### config.mk
export PLATFORM = sky130hd
export DESIGN_NAME = msam_lane
export DESIGN_NICKNAME = d
export VERILOG_FILES = /design/src/rtl/core/msam_pkg.sv /design/src/rtl/core/msam_lane.sv
export SDC_FILE = /design/constraint.sdc
export NUM_CORES = 1
export LEC_CHECK = 0
export ABC_AREA = 1
export BUFFER_PORTS_ARGS = -buffer_cell sky130_fd_sc_hd__clkbuf_2
export CAP_MARGIN = 15
export CORE_ASPECT_RATIO = 0.5
export CORE_MARGIN = 2
export CORE_UTILIZATION = 50
export DETAILED_ROUTE_END_ITERATION = 8
export PLACE_DENSITY = 0.67
export SYNTH_ARGS = -nofsm -noshare
export SYNTH_HDL_FRONTEND = slang
export SYNTH_SLANG_ARGS = --single-unit
### constraint.sdc
create_clock -name clk -period 9.16 [get_ports clk]
set_clock_uncertainty 0.15 [all_clocks]
set_input_delay 0.916 -clock clk [delete_from_list [all_inputs] [get_ports clk]]
set_output_delay 0.916 -clock clk [all_outputs]
set_load 0.02 [all_outputs]
### src/rtl/core/msam_pkg.sv
// Shared types, constants and helpers for the multi-source audio mixer.
package msam_pkg;

    localparam int PCM_W           = 16;
    localparam int VOL_W           = 7;
    localparam int SRC_SLOTS       = 4;
    localparam int NUM_SOURCES_DEF = 4;
    localparam int CFG_IDX_W       = 3;
    localparam int CFG_DATA_W      = 7;

    // Register indexes on the configuration port.
    localparam logic [CFG_IDX_W-1:0] REG_VOL0   = 3'd0;
    localparam logic [CFG_IDX_W-1:0] REG_STEREO = 3'd4;

    localparam logic [VOL_W-1:0] FULL_GAIN = 7'd100;

    // Scaled product: 16-bit sample times an 8-bit signed view of the volume.
    localparam int PROD_W = PCM_W + VOL_W + 1;
    // Largest product magnitude is 32768 * 99, which fits in 22 bits.
    localparam int MAG_W  = 22;

    // Division by 100 as a multiply by ceil(2^29 / 100). The rounding error
    // of the constant times the largest magnitude stays below 2^29, so the
    // quotient is exact over the whole 22-bit range.
    localparam int                RECIP_SHIFT = 29;
    localparam int                RECIP_W     = 23;
    localparam logic [RECIP_W-1:0] RECIP_K    = 23'd5368710;
    localparam int                QUOT_W      = MAG_W + RECIP_W;

    localparam logic signed [PCM_W:0] PCM_MAX = 17'sd32767;
    localparam logic signed [PCM_W:0] PCM_MIN = -17'sd32768;

    typedef logic signed [PCM_W-1:0] pcm_t;

    typedef struct packed {
        logic             stereo;
        logic [VOL_W-1:0] volume;
    } lane_cfg_t;

    // Adds one scaled source to the running mix and clamps to 16 bits.
    function automatic pcm_t sat_add(input pcm_t acc, input pcm_t x);
        logic signed [PCM_W:0] sum;
        sum = {acc[PCM_W-1], acc} + {x[PCM_W-1], x};
        if (sum > PCM_MAX)
            return PCM_MAX[PCM_W-1:0];
        else if (sum < PCM_MIN)
            return PCM_MIN[PCM_W-1:0];
        else
            return sum[PCM_W-1:0];
    endfunction

endpackage

### src/rtl/core/msam_lane.sv
// One source lane: stereo downmix, volume multiply, then exact divide by 100.
module msam_lane (
    input  logic               clk,
    input  msam_pkg::lane_cfg_t cfg,
    input  logic               present,
    input  msam_pkg::pcm_t     left,
    input  msam_pkg::pcm_t     right,
    output msam_pkg::pcm_t     scaled
);
    import msam_pkg::*;

    logic signed [PCM_W:0]    pair_sum;
    logic signed [PCM_W:0]    pair_half;
    pcm_t                     mono;
    logic signed [VOL_W:0]    vol_s;
    logic signed [PROD_W-1:0] prod;
    logic signed [PROD_W-1:0] a_val_next;
    logic                     a_unity_next;

    logic signed [PROD_W-1:0] a_val_reg;
    logic                     a_unity_reg;
    logic                     a_present_reg;

    logic                     neg;
    logic [PROD_W-1:0]        abs_val;
    logic [MAG_W-1:0]         mag;
    logic [QUOT_W-1:0]        quot_full;
    pcm_t                     quot;
    pcm_t                     b_out_next;
    pcm_t                     b_out_reg;

    // Stage A: average to mono (truncating toward zero) and multiply.
    always_comb
    begin
        pair_sum  = {left[PCM_W-1], left} + {right[PCM_W-1], right};
        pair_half = (pair_sum + {{PCM_W{1'b0}}, pair_sum[PCM_W]}) >>> 1;
        mono      = cfg.stereo ? pair_half[PCM_W-1:0] : left;
        vol_s     = {1'b0, cfg.volume};
        prod      = mono * vol_s;
        // A volume of 100 or more passes the sample through untouched.
        a_unity_next = (cfg.volume >= FULL_GAIN);
        a_val_next   = a_unity_next ? PROD_W'(mono) : prod;
    end

    always_ff @(posedge clk)
    begin
        a_val_reg     <= a_val_next;
        a_unity_reg   <= a_unity_next;
        a_present_reg <= present;
    end

    // Stage B: divide the magnitude by 100 with a reciprocal multiply.
    always_comb
    begin
        neg       = a_val_reg[PROD_W-1];
        abs_val   = neg ? PROD_W'(-a_val_reg) : PROD_W'(a_val_reg);
        mag       = abs_val[MAG_W-1:0];
        quot_full = QUOT_W'(mag) * QUOT_W'(RECIP_K);
        quot      = quot_full[RECIP_SHIFT +: PCM_W];
        if (!a_present_reg)
            b_out_next = '0;
        else if (a_unity_reg)
            b_out_next = a_val_reg[PCM_W-1:0];
        else
            b_out_next = neg ? -quot : quot;
    end

    always_ff @(posedge clk)
    begin
        b_out_reg <= b_out_next;
    end

    assign scaled = b_out_reg;

endmodule

==> results.py <==
metrics = {
    "outcome": {
        "outcome": "complete, no violations",
    },
    "finish": {
        "final_common_cell": "inv_1",
        "drive_above_1_share": 0.0560,
        "final_cell_mix": "inv_1, nand2_1, ha_1",
        "n_antenna_cell": 0,
        "largest_reg_flops": 23,
        "syn2layout_area_growth_pct": 6.27,
        "fin_nets": 3079,
        "nFillCells": 3398,
    },
    "place": {
        "place.gp.congestion": 1.00,
        "dp_hpwl_um": 42200,
        "io_buffers": 57,
        "pre_cts_ws_ns": 0.346,
    },
    "timing": {
        "tightest_slew_ns": 0.959,
        "period_needed_ns": 8.52,
        "slew_headroom": 0.359,
        "drv_slew": 0,
        "finalSetupViolations": 0,
        "max_freq_ghz": 0.117,
        "period_share": 0.931,
        "finalHoldViolCount": 0,
        "hold_ws_ns": 0.422,
        "rsz0062_at_grt": "false",
        "worst_slack_ns": 0.635,
        "setup_tns_ns": 0,
    },
    "clock_tree": {
        "cts_buffer_depth": 2,
        "path_clk_slew_ns": 0.07,
        "cts_tree": "done",
        "cts-root-buf": "clkbuf_16",
        "cts_buffers": 5,
        "clk_latency_ns": 0.29,
        "htreeDepth": 2,
        "post-cts-setup-buffer-count": 0,
        "clock-sinks": 41,
    },
    "route": {
        "wl_met1_um": 20900,
        "wl_met2_um": 21800,
        "vias": 14970,
        "route.met3.wl_um": 2530,
        "dr.first_iter.drc_count": 893,
        "routed_wl_um": 46500,
        "wl_per_cell_um": 15.7,
        "highest_layer": "met4",
        "drc": 0,
        "ant_nets": 0,
        "vias_per_cell": 5.06,
        "firstDrtPassIters": 6,
    },
    "floorplanning": {
        "io_pins": 58,
        "core-area_um2": 34700,
        "die_h_um": 137,
        "start_util": 0.511,
        "dieArea_um2": 37000,
        "die_w_um": 270,
        "rows": 48,
    },
    "worst_setup_path": {
        "critPathArrivalTime_ns": 8.57,
        "start_kind": "flop",
        "worstPathMaxFanout": 10,
        "cp_common_cell": "nand2_1",
        "crit_path_max_incr_delay_ns": 0.77,
        "critPathSlowestCell": "xor2_1",
        "worst_setup_path_end_kind": "flop",
        "critical_path_required_ns": 9.21,
        "crit_type": "reg2reg",
    },
    "logic_synthesis": {
        "syn_area_um2": 17700,
        "synthArstFlopShare": 0,
        "ys_warn_count": 0,
        "synth.distinct_cells": 51,
        "yosysSeqAreaShare": 0.0464,
        "yosys-top-cells-area": "fa_1, ha_1, inv_1",
        "synthCells": 2421,
        "ys_ff_latch": 41,
        "ys.flop_type": "dfxtp_1",
        "synth_edf_count": 0,
        "avgSynthCellArea_um2": 7.31,
        "synth_top_area_cell": "fa_1",
        "synth_fp_nets": 3019,
        "synth_top_area_share": 0.296,
    },
    "grt": {
        "gr-total-overflow": 0,
        "antenna_found_initial": 0,
        "track_usage": 0.258,
        "grt_pass1_wl_um": 75300,
        "grt_pass1_vias": 14932,
        "grt_max_degree": 32,
    },
    "job": {
        "cap_violations": 0,
    },
    "hold_path": {
        "hold_path.class": "reg2reg",
    },
}
cell usage after synthesis (2+ instances only):
cell type  number
inv_1         658
nand2_1       479
ha_1          294
fa_1          262
nor2_1        218
a21oi_1        95
nand3_1        94
o21ai_0        61
dfxtp_1        41
xor2_1         36
xnor2_1        21
nand4_1        17
clkbuf_1       16
nor3_1         16
nand2_2        13
or2_2          12
nand3b_1        9
o21bai_1        9
o21ai_1         7
o211ai_1        6
buf_1           5
o21ai_2         5
a31oi_1         4
clkinv_1        4
nor2_4          3
a211oi_1        2
a21boi_0        2
a21oi_4         2
and2_1          2
inv_2           2
nand3_2         2
nor4_1          2
o21ai_4         2
o31ai_1         2
xor2_2          2
logic make-up (layout without fill, tap and decap cells):
| family | after synthesis | count (layout) | share of synthesized area |
|---|---|---|---|
| AO/OA/AOI/OAI | 204 | 204 | 0.0663 |
| AND/OR/NAND/NOR | 873 | 873 | 0.206 |
| adder cells (fa/ha/maj) | 556 | 556 | 0.504 |
| flip-flops | 41 | 41 | 0.0464 |
| XOR/XNOR | 60 | 60 | 0.0310 |
| buffers and inverters | 686 | 747 | 0.146 |
| multiplexers | 1 | 1 | 0.000566 |
critical path: cells and delay by family (launching register included):
kind | cells | cell delay [ns]
xor gates and xnor gates | 1 | 0.77
DFF | 1 | 0.55
adders and majority gates | 10 | 3.68
and+or+nand+nor | 18 | 2.06
buffers and inverters | 7 | 0.70
AOI/OAI and AO/OA | 3 | 0.48
worst paths after layout:
path / startpoint / end / slack, ns / cells past startpoint
setup reg to reg: a_val_reg[0]$_DFF_P_ / scaled[14]$_SDFF_PN0_ / 0.64 / 39
hold / removal: a_val_reg[1]$_DFF_P_ / scaled[1]$_SDFF_PN0_ / 0.42 / 2
hold reg to reg: a_val_reg[1]$_DFF_P_ / scaled[1]$_SDFF_PN0_ / 0.42 / 2
setup / recovery: a_val_reg[0]$_DFF_P_ / scaled[14]$_SDFF_PN0_ / 0.64 / 39
final cells by class:
class                   instances  area [um^2]  share of cell area
clock inverters                 3         28.8             0.00153
repair buffers                 75          420              0.0224
multi-input cells            1694        14300               0.762
flip-flops and latches         41          822              0.0437
well taps                     475          594              0.0316
inverters                     664         2490               0.133
clock buffers                   5          125             0.00666
metrics by stage:
step / instance area (um^2) / utilization / cells
after global routing: 18800 / 0.543 / 2957
after detailed placement: 18600 / 0.538 / 2949
after CTS: 18800 / 0.542 / 2957
final: 18800 / 0.543 / 2957
after global placement: 18600 / 0.538 / 2949
after floorplan: 17700 / - / 2421
repair_timing:
item	4_1_cts	5_1_grt
setup endpoints to repair	0	10
hold buffers	0	0
resized for setup	0	3
per-layer routing:
metal,vias up,global-route usage
met1,7081,0.340
met2,389,0.452
met4,0,0.0765
met3,72,0.0288
li1,7428,-
met5,-,0
Power is not shown: default switching activity piles up to over one toggle a cycle in this logic, so the estimate is an artifact.
