## config.mk

```make
export PLATFORM = sky130hd
export DESIGN_NAME = msam_sum
export DESIGN_NICKNAME = d
export VERILOG_FILES = /design/src/rtl/core/msam_pkg.sv /design/src/rtl/core/msam_sum.sv
export SDC_FILE = /design/constraint.sdc
export NUM_CORES = 1
export LEC_CHECK = 0
export BUFFER_PORTS_ARGS = -buffer_cell sky130_fd_sc_hd__buf_2
export CORE_ASPECT_RATIO = 1.5
export CORE_MARGIN = 10
export CORE_UTILIZATION = 41
export CTS_CLUSTER_SIZE = 30
export DETAILED_ROUTE_END_ITERATION = 8
export HOLD_SLACK_MARGIN = 0.15
export SYNTH_ARGS = -nofsm -noshare
export SYNTH_HDL_FRONTEND = slang
export SYNTH_SLANG_ARGS = --single-unit
```

## constraint.sdc

```tcl
create_clock -name clk -period 1.2 [get_ports clk]
set_input_delay 0.24 -clock clk [delete_from_list [all_inputs] [get_ports clk]]
set_output_delay 0.24 -clock clk [all_outputs]
set_load 0.01 [all_outputs]
```

## src/rtl/core/msam_pkg.sv

```systemverilog
// Shared types, constants and helpers for the multi-source audio mixer.
package msam_pkg;

    localparam int PCM_W           = 16;
    localparam int VOL_W           = 7;
    localparam int SRC_SLOTS       = 4;
    localparam int NUM_SOURCES_DEF = 4;
    localparam int CFG_IDX_W       = 3;
    localparam int CFG_DATA_W      = 7;

    // Register indexes on the configuration port.
    localparam logic [CFG_IDX_W-1:0] REG_VOL0   = 3'd0;
    localparam logic [CFG_IDX_W-1:0] REG_STEREO = 3'd4;

    localparam logic [VOL_W-1:0] FULL_GAIN = 7'd100;

    // Scaled product: 16-bit sample times an 8-bit signed view of the volume.
    localparam int PROD_W = PCM_W + VOL_W + 1;
    // Largest product magnitude is 32768 * 99, which fits in 22 bits.
    localparam int MAG_W  = 22;

    // Division by 100 as a multiply by ceil(2^29 / 100). The rounding error
    // of the constant times the largest magnitude stays below 2^29, so the
    // quotient is exact over the whole 22-bit range.
    localparam int                RECIP_SHIFT = 29;
    localparam int                RECIP_W     = 23;
    localparam logic [RECIP_W-1:0] RECIP_K    = 23'd5368710;
    localparam int                QUOT_W      = MAG_W + RECIP_W;

    localparam logic signed [PCM_W:0] PCM_MAX = 17'sd32767;
    localparam logic signed [PCM_W:0] PCM_MIN = -17'sd32768;

    typedef logic signed [PCM_W-1:0] pcm_t;

    typedef struct packed {
        logic             stereo;
        logic [VOL_W-1:0] volume;
    } lane_cfg_t;

    // Adds one scaled source to the running mix and clamps to 16 bits.
    function automatic pcm_t sat_add(input pcm_t acc, input pcm_t x);
        logic signed [PCM_W:0] sum;
        sum = {acc[PCM_W-1], acc} + {x[PCM_W-1], x};
        if (sum > PCM_MAX)
            return PCM_MAX[PCM_W-1:0];
        else if (sum < PCM_MIN)
            return PCM_MIN[PCM_W-1:0];
        else
            return sum[PCM_W-1:0];
    endfunction

endpackage

```

## src/rtl/core/msam_sum.sv

```systemverilog
// Saturating mix of the scaled lanes in source order, with the result register.
module msam_sum #(
    parameter int NUM_SOURCES = msam_pkg::NUM_SOURCES_DEF
) (
    input  logic           clk,
    input  logic           rst_n,
    input  logic           in_valid,
    input  msam_pkg::pcm_t lane_val [NUM_SOURCES],
    output logic           out_valid,
    output msam_pkg::pcm_t mix
);
    import msam_pkg::*;

    pcm_t acc [NUM_SOURCES+1];
    pcm_t mix_next;
    pcm_t mix_reg;
    logic valid_reg;

    // The clamp is applied after every add, so the order of sources matters.
    always_comb
    begin
        acc[0] = '0;
        for (int i = 0; i < NUM_SOURCES; i++)
        begin
            acc[i+1] = sat_add(acc[i], lane_val[i]);
        end
        mix_next = acc[NUM_SOURCES];
    end

    always_ff @(posedge clk)
    begin
        mix_reg <= mix_next;
    end

    always_ff @(posedge clk or negedge rst_n)
    begin
        if (!rst_n)
            valid_reg <= 1'b0;
        else
            valid_reg <= in_valid;
    end

    assign out_valid = valid_reg;
    assign mix       = mix_reg;

endmodule

```

==> results.md, run 1 <==
* Status: complete, but fails checks
* Failing checks: negative setup slack
* Post-Route WL at between 10,000 and 15,000 um
* # nets final at roughly 740
* Max-Cap Viols at 0
* Commonest cells post-synth: ha_1, a21oi_1, maj3_1, nand2_1, nor2_1
* Area leader, netlist: ha_1
* Leak pwr at between 2 and 3 nW
* Async set-reset flop share out of synthesis at ~6%
* Setup violations, final at 16
* Wire per inst at 15.3 um
* Clk sinks at 17
* GRT Util Overall at between 15 and 20%
* Routability congestion estimate at just under 0.9
* Post-route ant nets at 0
* DP Worst Slack at -5.20 ns
* Longest Clk Path Bufs at 2
* CTS Buf Count at 3
* Worst min-delay path category: input pin to async pin
* I/O pin total at 84
* Final worst setup slack at -4.41 ns
* #FFs+latches synth at 17
* Filler cell count in the final layout at about 650
* PwrDens at just under 3000 mW/mm^2
* Starting Density at 41.6%
* Setup crit start: lane_val[49]
* Via count at between 3,000 and 4,000
* Required time worst endpoint at approximately 1.3 ns
* Area grow syn2layout at 71.7%
* Core ar. at roughly 0.008 mm^2
* IO Port Bufs at 83
* Die width at around 93 um
* Synth Instances at 411
* Tot Pwr at between 15 and 20 mW
* Top post-synthesis cells by area: ha_1, maj3_1, dfxtp_1
* Initial antenna violation count at 0
* Initial DRC count at between 80 and 90
* Number of enable flip-flop cells after synthesis at 0
* Worst path arrival time at ~5.7 ns
* CTS clk-pin slew, worst paths at around 0.050 ns
* # DRC at 0
* Count of warnings emitted by yosys at 0
* Top_reg_cell synth: dfxtp_1
* Die height at ~130 um
* Fmax at between 150 and 200 MHz
* Final Critical Period at between 5 and 6 ns
* Clock root cell: clkbuf_16
* Synth cell types at 58
* Grt total ovfl at 0
* First-pass GRT wire length at between 15,000 and 20,000 um
* Leading cell type by number of instances after synthesis: ha_1
* Core Rows at 40
* Via density at between 5 and 6
* H-Tree Level Count at 1
* Mean Syn Cell Area at 8.01 um^2
* Tcrit/Tclk final at 468%
* Relative slew slack at between 70% and 80%
* Post-Syn Area at roughly 0.0033 mm^2
* First drt pass iteration count at 4
* Final non-filler cell total at just over 700
* Share of cells above drive strength 1 at between 50% and 60%
* Placed cell areas at about 0.005 mm^2
* Post-synthesis sequential area ratio at a little over a tenth
* Crit Path Class: input pin to flop
* Worst path max stage delay at 0.42 ns
* Slew Viols, Final at 0
* Largest net degree at the start of global routing at 11
* Crit-path max FO at 8
* Post-DP HPWL at 8870 um
* Vias in the first global route at between 4,000 and 5,000
* Area share of the largest cell type after synthesis at about a fifth
* Unrepaired setup endpoints after global routing: true
* Final instance area at around 0.0057 mm^2
* TritonCTS clock tree: done
* Placed cell count at approximately 690
* Final hold vios at 0
* Max reg flops at 16
* Worst Max-Slew Pin Slew at ~0.45 ns
* Peak supply drop at roughly 1800 uV
* Slowest CP cell: a311o_1
* Crit start category: input pin
* N_diodes at 0
* Syn_nets at 530
* Die ar. at about 0.012 mm^2
* Crit end category: flop
[logic make-up after synthesis]
family | after synthesis | share of synthesized area (%)
compound gates | 117 | 23.9
fa+ha+maj | 99 | 35.1
simple gates | 90 | 13.2
buf+inv | 47 | 6.38
xor+xnor | 40 | 10.6
flops | 17 | 10.5
mux | 1 | 0.304
[what timing repair did]
action	in CTS	in global routing
hold endpoints to repair	2	0
hold buffers	2	0
pin swaps	34	17
cloned	3	0
buffers inserted	15	4
endpoints found under the setup margin	16	16
resized for setup	69	28
[cells in the final DEF (no fill, tap or decap), drive strengths merged, types with 8 or more instances in the layout]
cell    netlist  layout
buf           9     226
ha           49      49
maj3         47      47
a21oi        40      40
nand2        29      29
nor2         22      22
xor2         21      21
xnor2        19      19
o21ai        19      19
inv          18      18
dfxtp        16      16
a21o          9       9
o211ai        8       8
nand3         8       8
[critical path, delay by kind of cell]
family          cells  cell delay (ns)
simple gates        3             0.50
compound gates     11             2.61
fa+ha+maj           7             1.81
xor+xnor            1             0.25
buf+inv             3             0.32
[path summary, 6_finish.rpt]
path | end | slack, ns | depth (start not counted)
max in group asynchronous | out_valid$_DFF_PN0_ | 0.82 | 2
setup / recovery | mix[13]$_SDFF_PN1_ | -4.41 | 25
min in group clk | mix[0]$_SDFF_PN1_ | 0.44 | 3
hold / removal | out_valid$_DFF_PN0_ | 0.30 | 2
[cell type report]
class                           count  area (um^2)  share of cell area (%)
Multi-Input combinational cell    349         3440                    60.9
Tap cell                          105          131                    2.32
Clock inverter                      1         5.00                  0.0885
Clock buffer                        3         75.1                    1.33
Inverter                           18         67.6                    1.19
Sequential cell                    17          345                    6.11
Timing Repair Buffer              228         1590                    28.1
[routing by layer]
layer	track usage, %	wire, um
met5	0	0
met4	8.93	518
met3	3.05	474
met2	37.5	6520
met1	14.0	3510
[power by group]
group	total (mW)	switching (mW)	internal [mW]
clock	0.651	0.206	0.445
sequential	0.997	0.0513	0.946
combinational	15.1	6.98	8.12
[stage by stage]
| stage | util (%) | setup TNS, ns | hold WS [ns] |
|---|---|---|---|
| after detailed placement | 61.4 | -81.89 | 0.0149 |
| after global placement | 61.4 | -80.46 | 0.0143 |
| after global routing | 71.5 | -71.83 | 0.315 |
| after floorplan | - | -72.76 | -0.0556 |
| final | 71.5 | -70.09 | 0.297 |
| after CTS | 69.0 | -68.54 | 0.304 |
Note: power is estimated with default switching activity, not from simulation.
==> run 2, diff against run 1 <==
ABC_AREA = 1   (was unset)
==> run 2 against run 1 <==
Against the previous run:
- the run still ends with negative setup slack left
- first-iteration DRC count up 37%
- synthesized cell count up 60%
- synthesized area up 9.4%
- global-route usage up 1.6 points
- routed wire length up 23%
- flip-flop and latch count unchanged
- combinational power down 3%
- sequential share of layout area down 0.72 points
- worst setup slack better by 1.1 ns
- core utilization up 3.7 points
- cell area up 13%
- die area up 7.6%
==> results.md, run 2 <==
* First drt pass iteration count at 4
* Wire per inst at 13.8 um
* I/O pin total at 84
* Synth Instances at roughly 660
* Relative slew slack at slightly above 80%
* Share of power burned in registers at under 10%
* Grt total ovfl at 0
* Status: complete, but fails checks
* Critical path depth at 43
* Post-route ant nets at 0
* CP dominant cell by count: nand2_2
* TritonCTS clock tree: done
* Crit Path Class: input pin to flop
* Commonest cells post-synth: nand2_1, inv_1, ha_1, a21oi_1
* Cell Int Power at 8.18 mW
* Core ar. at approximately 0.0085 mm^2
* Initial antenna violation count at 0
* Final hold vios at 0
* N_diodes at 0
* Vias in the first global route at 4,985
* # DRC at 0
* Largest net degree at the start of global routing at 16
* Post-DP HPWL at 9720 um
* Most common cell after layout, fill and taps aside: nand2_1
* Crit end category: flop
* Setup total negative slack at -52.58 ns
* Tot Pwr at roughly 16 mW
* H-Tree Level Count at 1
* # nets final at between 900 and 1,000
* Top post-synthesis cells by area: nand2_1, ha_1, inv_1
* GRT Util Overall at roughly a fifth
* Core Rows at 41
* Count of warnings emitted by yosys at 0
* Final Critical Period at 4.50 ns
* Commonest non-fill, non-tap cells in the layout: nand2_1, buf_4, inv_1
* Filler cell count in the final layout at ~680
* Worst path arrival time at between 4 and 5 ns
* Area share of the largest cell type after synthesis at 30.8%
* Post-Syn Area at 0.00360 mm^2
* Multi-input combinational cell area at about 0.0039 mm^2
* Via density at around 5.0
* Leak pwr at between 3 and 4 nW
* Starting Density at between 40% and 50%
* Fmax at about 220 MHz
* Top delay family on crit path: simple AND/OR/NAND/NOR gates
* Layout Utilization at roughly 75%
* Mean Syn Cell Area at ~5.5 um^2
* Max reg flops at 16
* Longest Clk Path Bufs at 2
* Failing checks: negative setup slack
* IO Port Bufs at 83
* Net Sw Power at between 8 and 9 mW
* Setup violations, final at 16
* Initial DRC count at approximately 120
* Worst Max-Slew Pin Slew at roughly 0.29 ns
* Via count at ~4,900
* Post-synthesis sequential area ratio at around a tenth
* Area grow syn2layout at 77.8%
* Area leader, netlist: nand2_1
* Worst min-delay path category: input pin to async pin
* Routability congestion estimate at approximately 0.94
* Clock root cell: clkbuf_16
* Slowest CP cell: fa_2
* Slew Viols, Final at 0
* Die ar. at 0.0130 mm^2
* Required time worst endpoint at between 1 and 1.5 ns
* Top_reg_cell synth: dfxtp_1
* Crit start category: input pin
* Syn_nets at about 780
* Tcrit/Tclk final at 375%
* Final worst setup slack at -3.30 ns
* Max-Cap Viols at 0
* CTS Buf Count at 3
* CTS clk-pin slew, worst paths at 0.06 ns
* #FFs+latches synth at 17
* Die height at around 130 um
* Async set-reset flop share out of synthesis at 5.88%
* Final instance area at between 0.006 and 0.007 mm^2
* PwrDens at approximately 2600 mW/mm^2
* Synth cell types at 27
* Clk sinks at 17
* Share of cells above drive strength 1 at 48.4%
* Worst path buffer plus inverter count at 9
* Clk pwr share at a little over 4%
* FF/Latch Area at 345 um^2
* Hold slack at 0.298 ns
* First-pass GRT wire length at 20,500 um
* Combinational group share of total power at 89.7%
* Crit-path max FO at 8
* Number of enable flip-flop cells after synthesis at 0
* Worst path max stage delay at 0.36 ns
* Placed cell areas at between 0.005 and 0.006 mm^2
* Unrepaired setup endpoints after global routing: true
* Die width at approximately 97 um
* Sw frac at between 50% and 60%
* Leading cell type by number of instances after synthesis: nand2_1
* Post-Route WL at around 13,000 um
* Peak supply drop at between 1500 and 2000 uV
[run 2: cell families (layout without fill, tap and decap cells)]
| family | after synthesis | in the layout | synth area share (%) |
|---|---|---|---|
| buf+inv | 122 | 329 | 13.9 |
| compound gates | 50 | 50 | 7.36 |
| xor+xnor | 28 | 28 | 6.81 |
| fa+ha+maj | 52 | 52 | 18.7 |
| flops | 17 | 17 | 9.59 |
| simple gates | 387 | 392 | 43.7 |
[run 2: final cells by class]
class / count / area share [%]
Clock buffer: 4 / 1.23
Timing Repair Buffer: 224 / 23.6
Inverter: 100 / 6.02
Multi-Input combinational cell: 522 / 61.5
Tap cell: 107 / 2.09
Sequential cell: 17 / 5.39
Timing Repair inverter: 1 / 0.176
[run 2: timing repair]
item	in CTS	in global routing
gates resized for setup	97	112
pin swaps	25	33
gates cloned	5	1
setup endpoints to repair	16	16
buffers inserted	10	7
hold endpoints to repair	2	0
hold buffers	2	0
[run 2: worst paths after layout]
kind | from | end | slack [ns]
worst max-delay path | lane_val[32] | mix[10]$_SDFF_PN1_ | -3.30
worst min-delay path | rst_n | out_valid$_DFF_PN0_ | 0.30
max in group asynchronous | rst_n | out_valid$_DFF_PN0_ | 0.82
min in group clk | lane_val[0] | mix[0]$_SDFF_PN1_ | 0.33
[run 2: through the flow]
step                      worst slack [ns]  cells
after CTS                            -3.21    967
after detailed placement             -3.89    946
after global routing                 -3.55    975
final                                -3.30    975
after global placement               -3.76    946
after floorplan                      -3.42    656
[run 2: layer usage]
layer | track usage [%] | part of all wire (%) | wire, um
met1 | 16.2 | 33 | 4460
met3 | 1.55 | 3.4 | 458
met4 | 10.6 | 6.1 | 830
met5 | 0 | 0 | 0
met2 | 39.6 | 57 | 7750
[run 2: power groups by stage]
stage	combinational (mW)	clock (mW)	sequential [mW]
finish	14.7	0.682	1.01
global route	16.2	0.700	1.05
CTS	12.6	0.675	1.01
detailed placement	10.7	0	1.01
global placement	10.4	0	1.00
floorplan	6.56	0	1.18
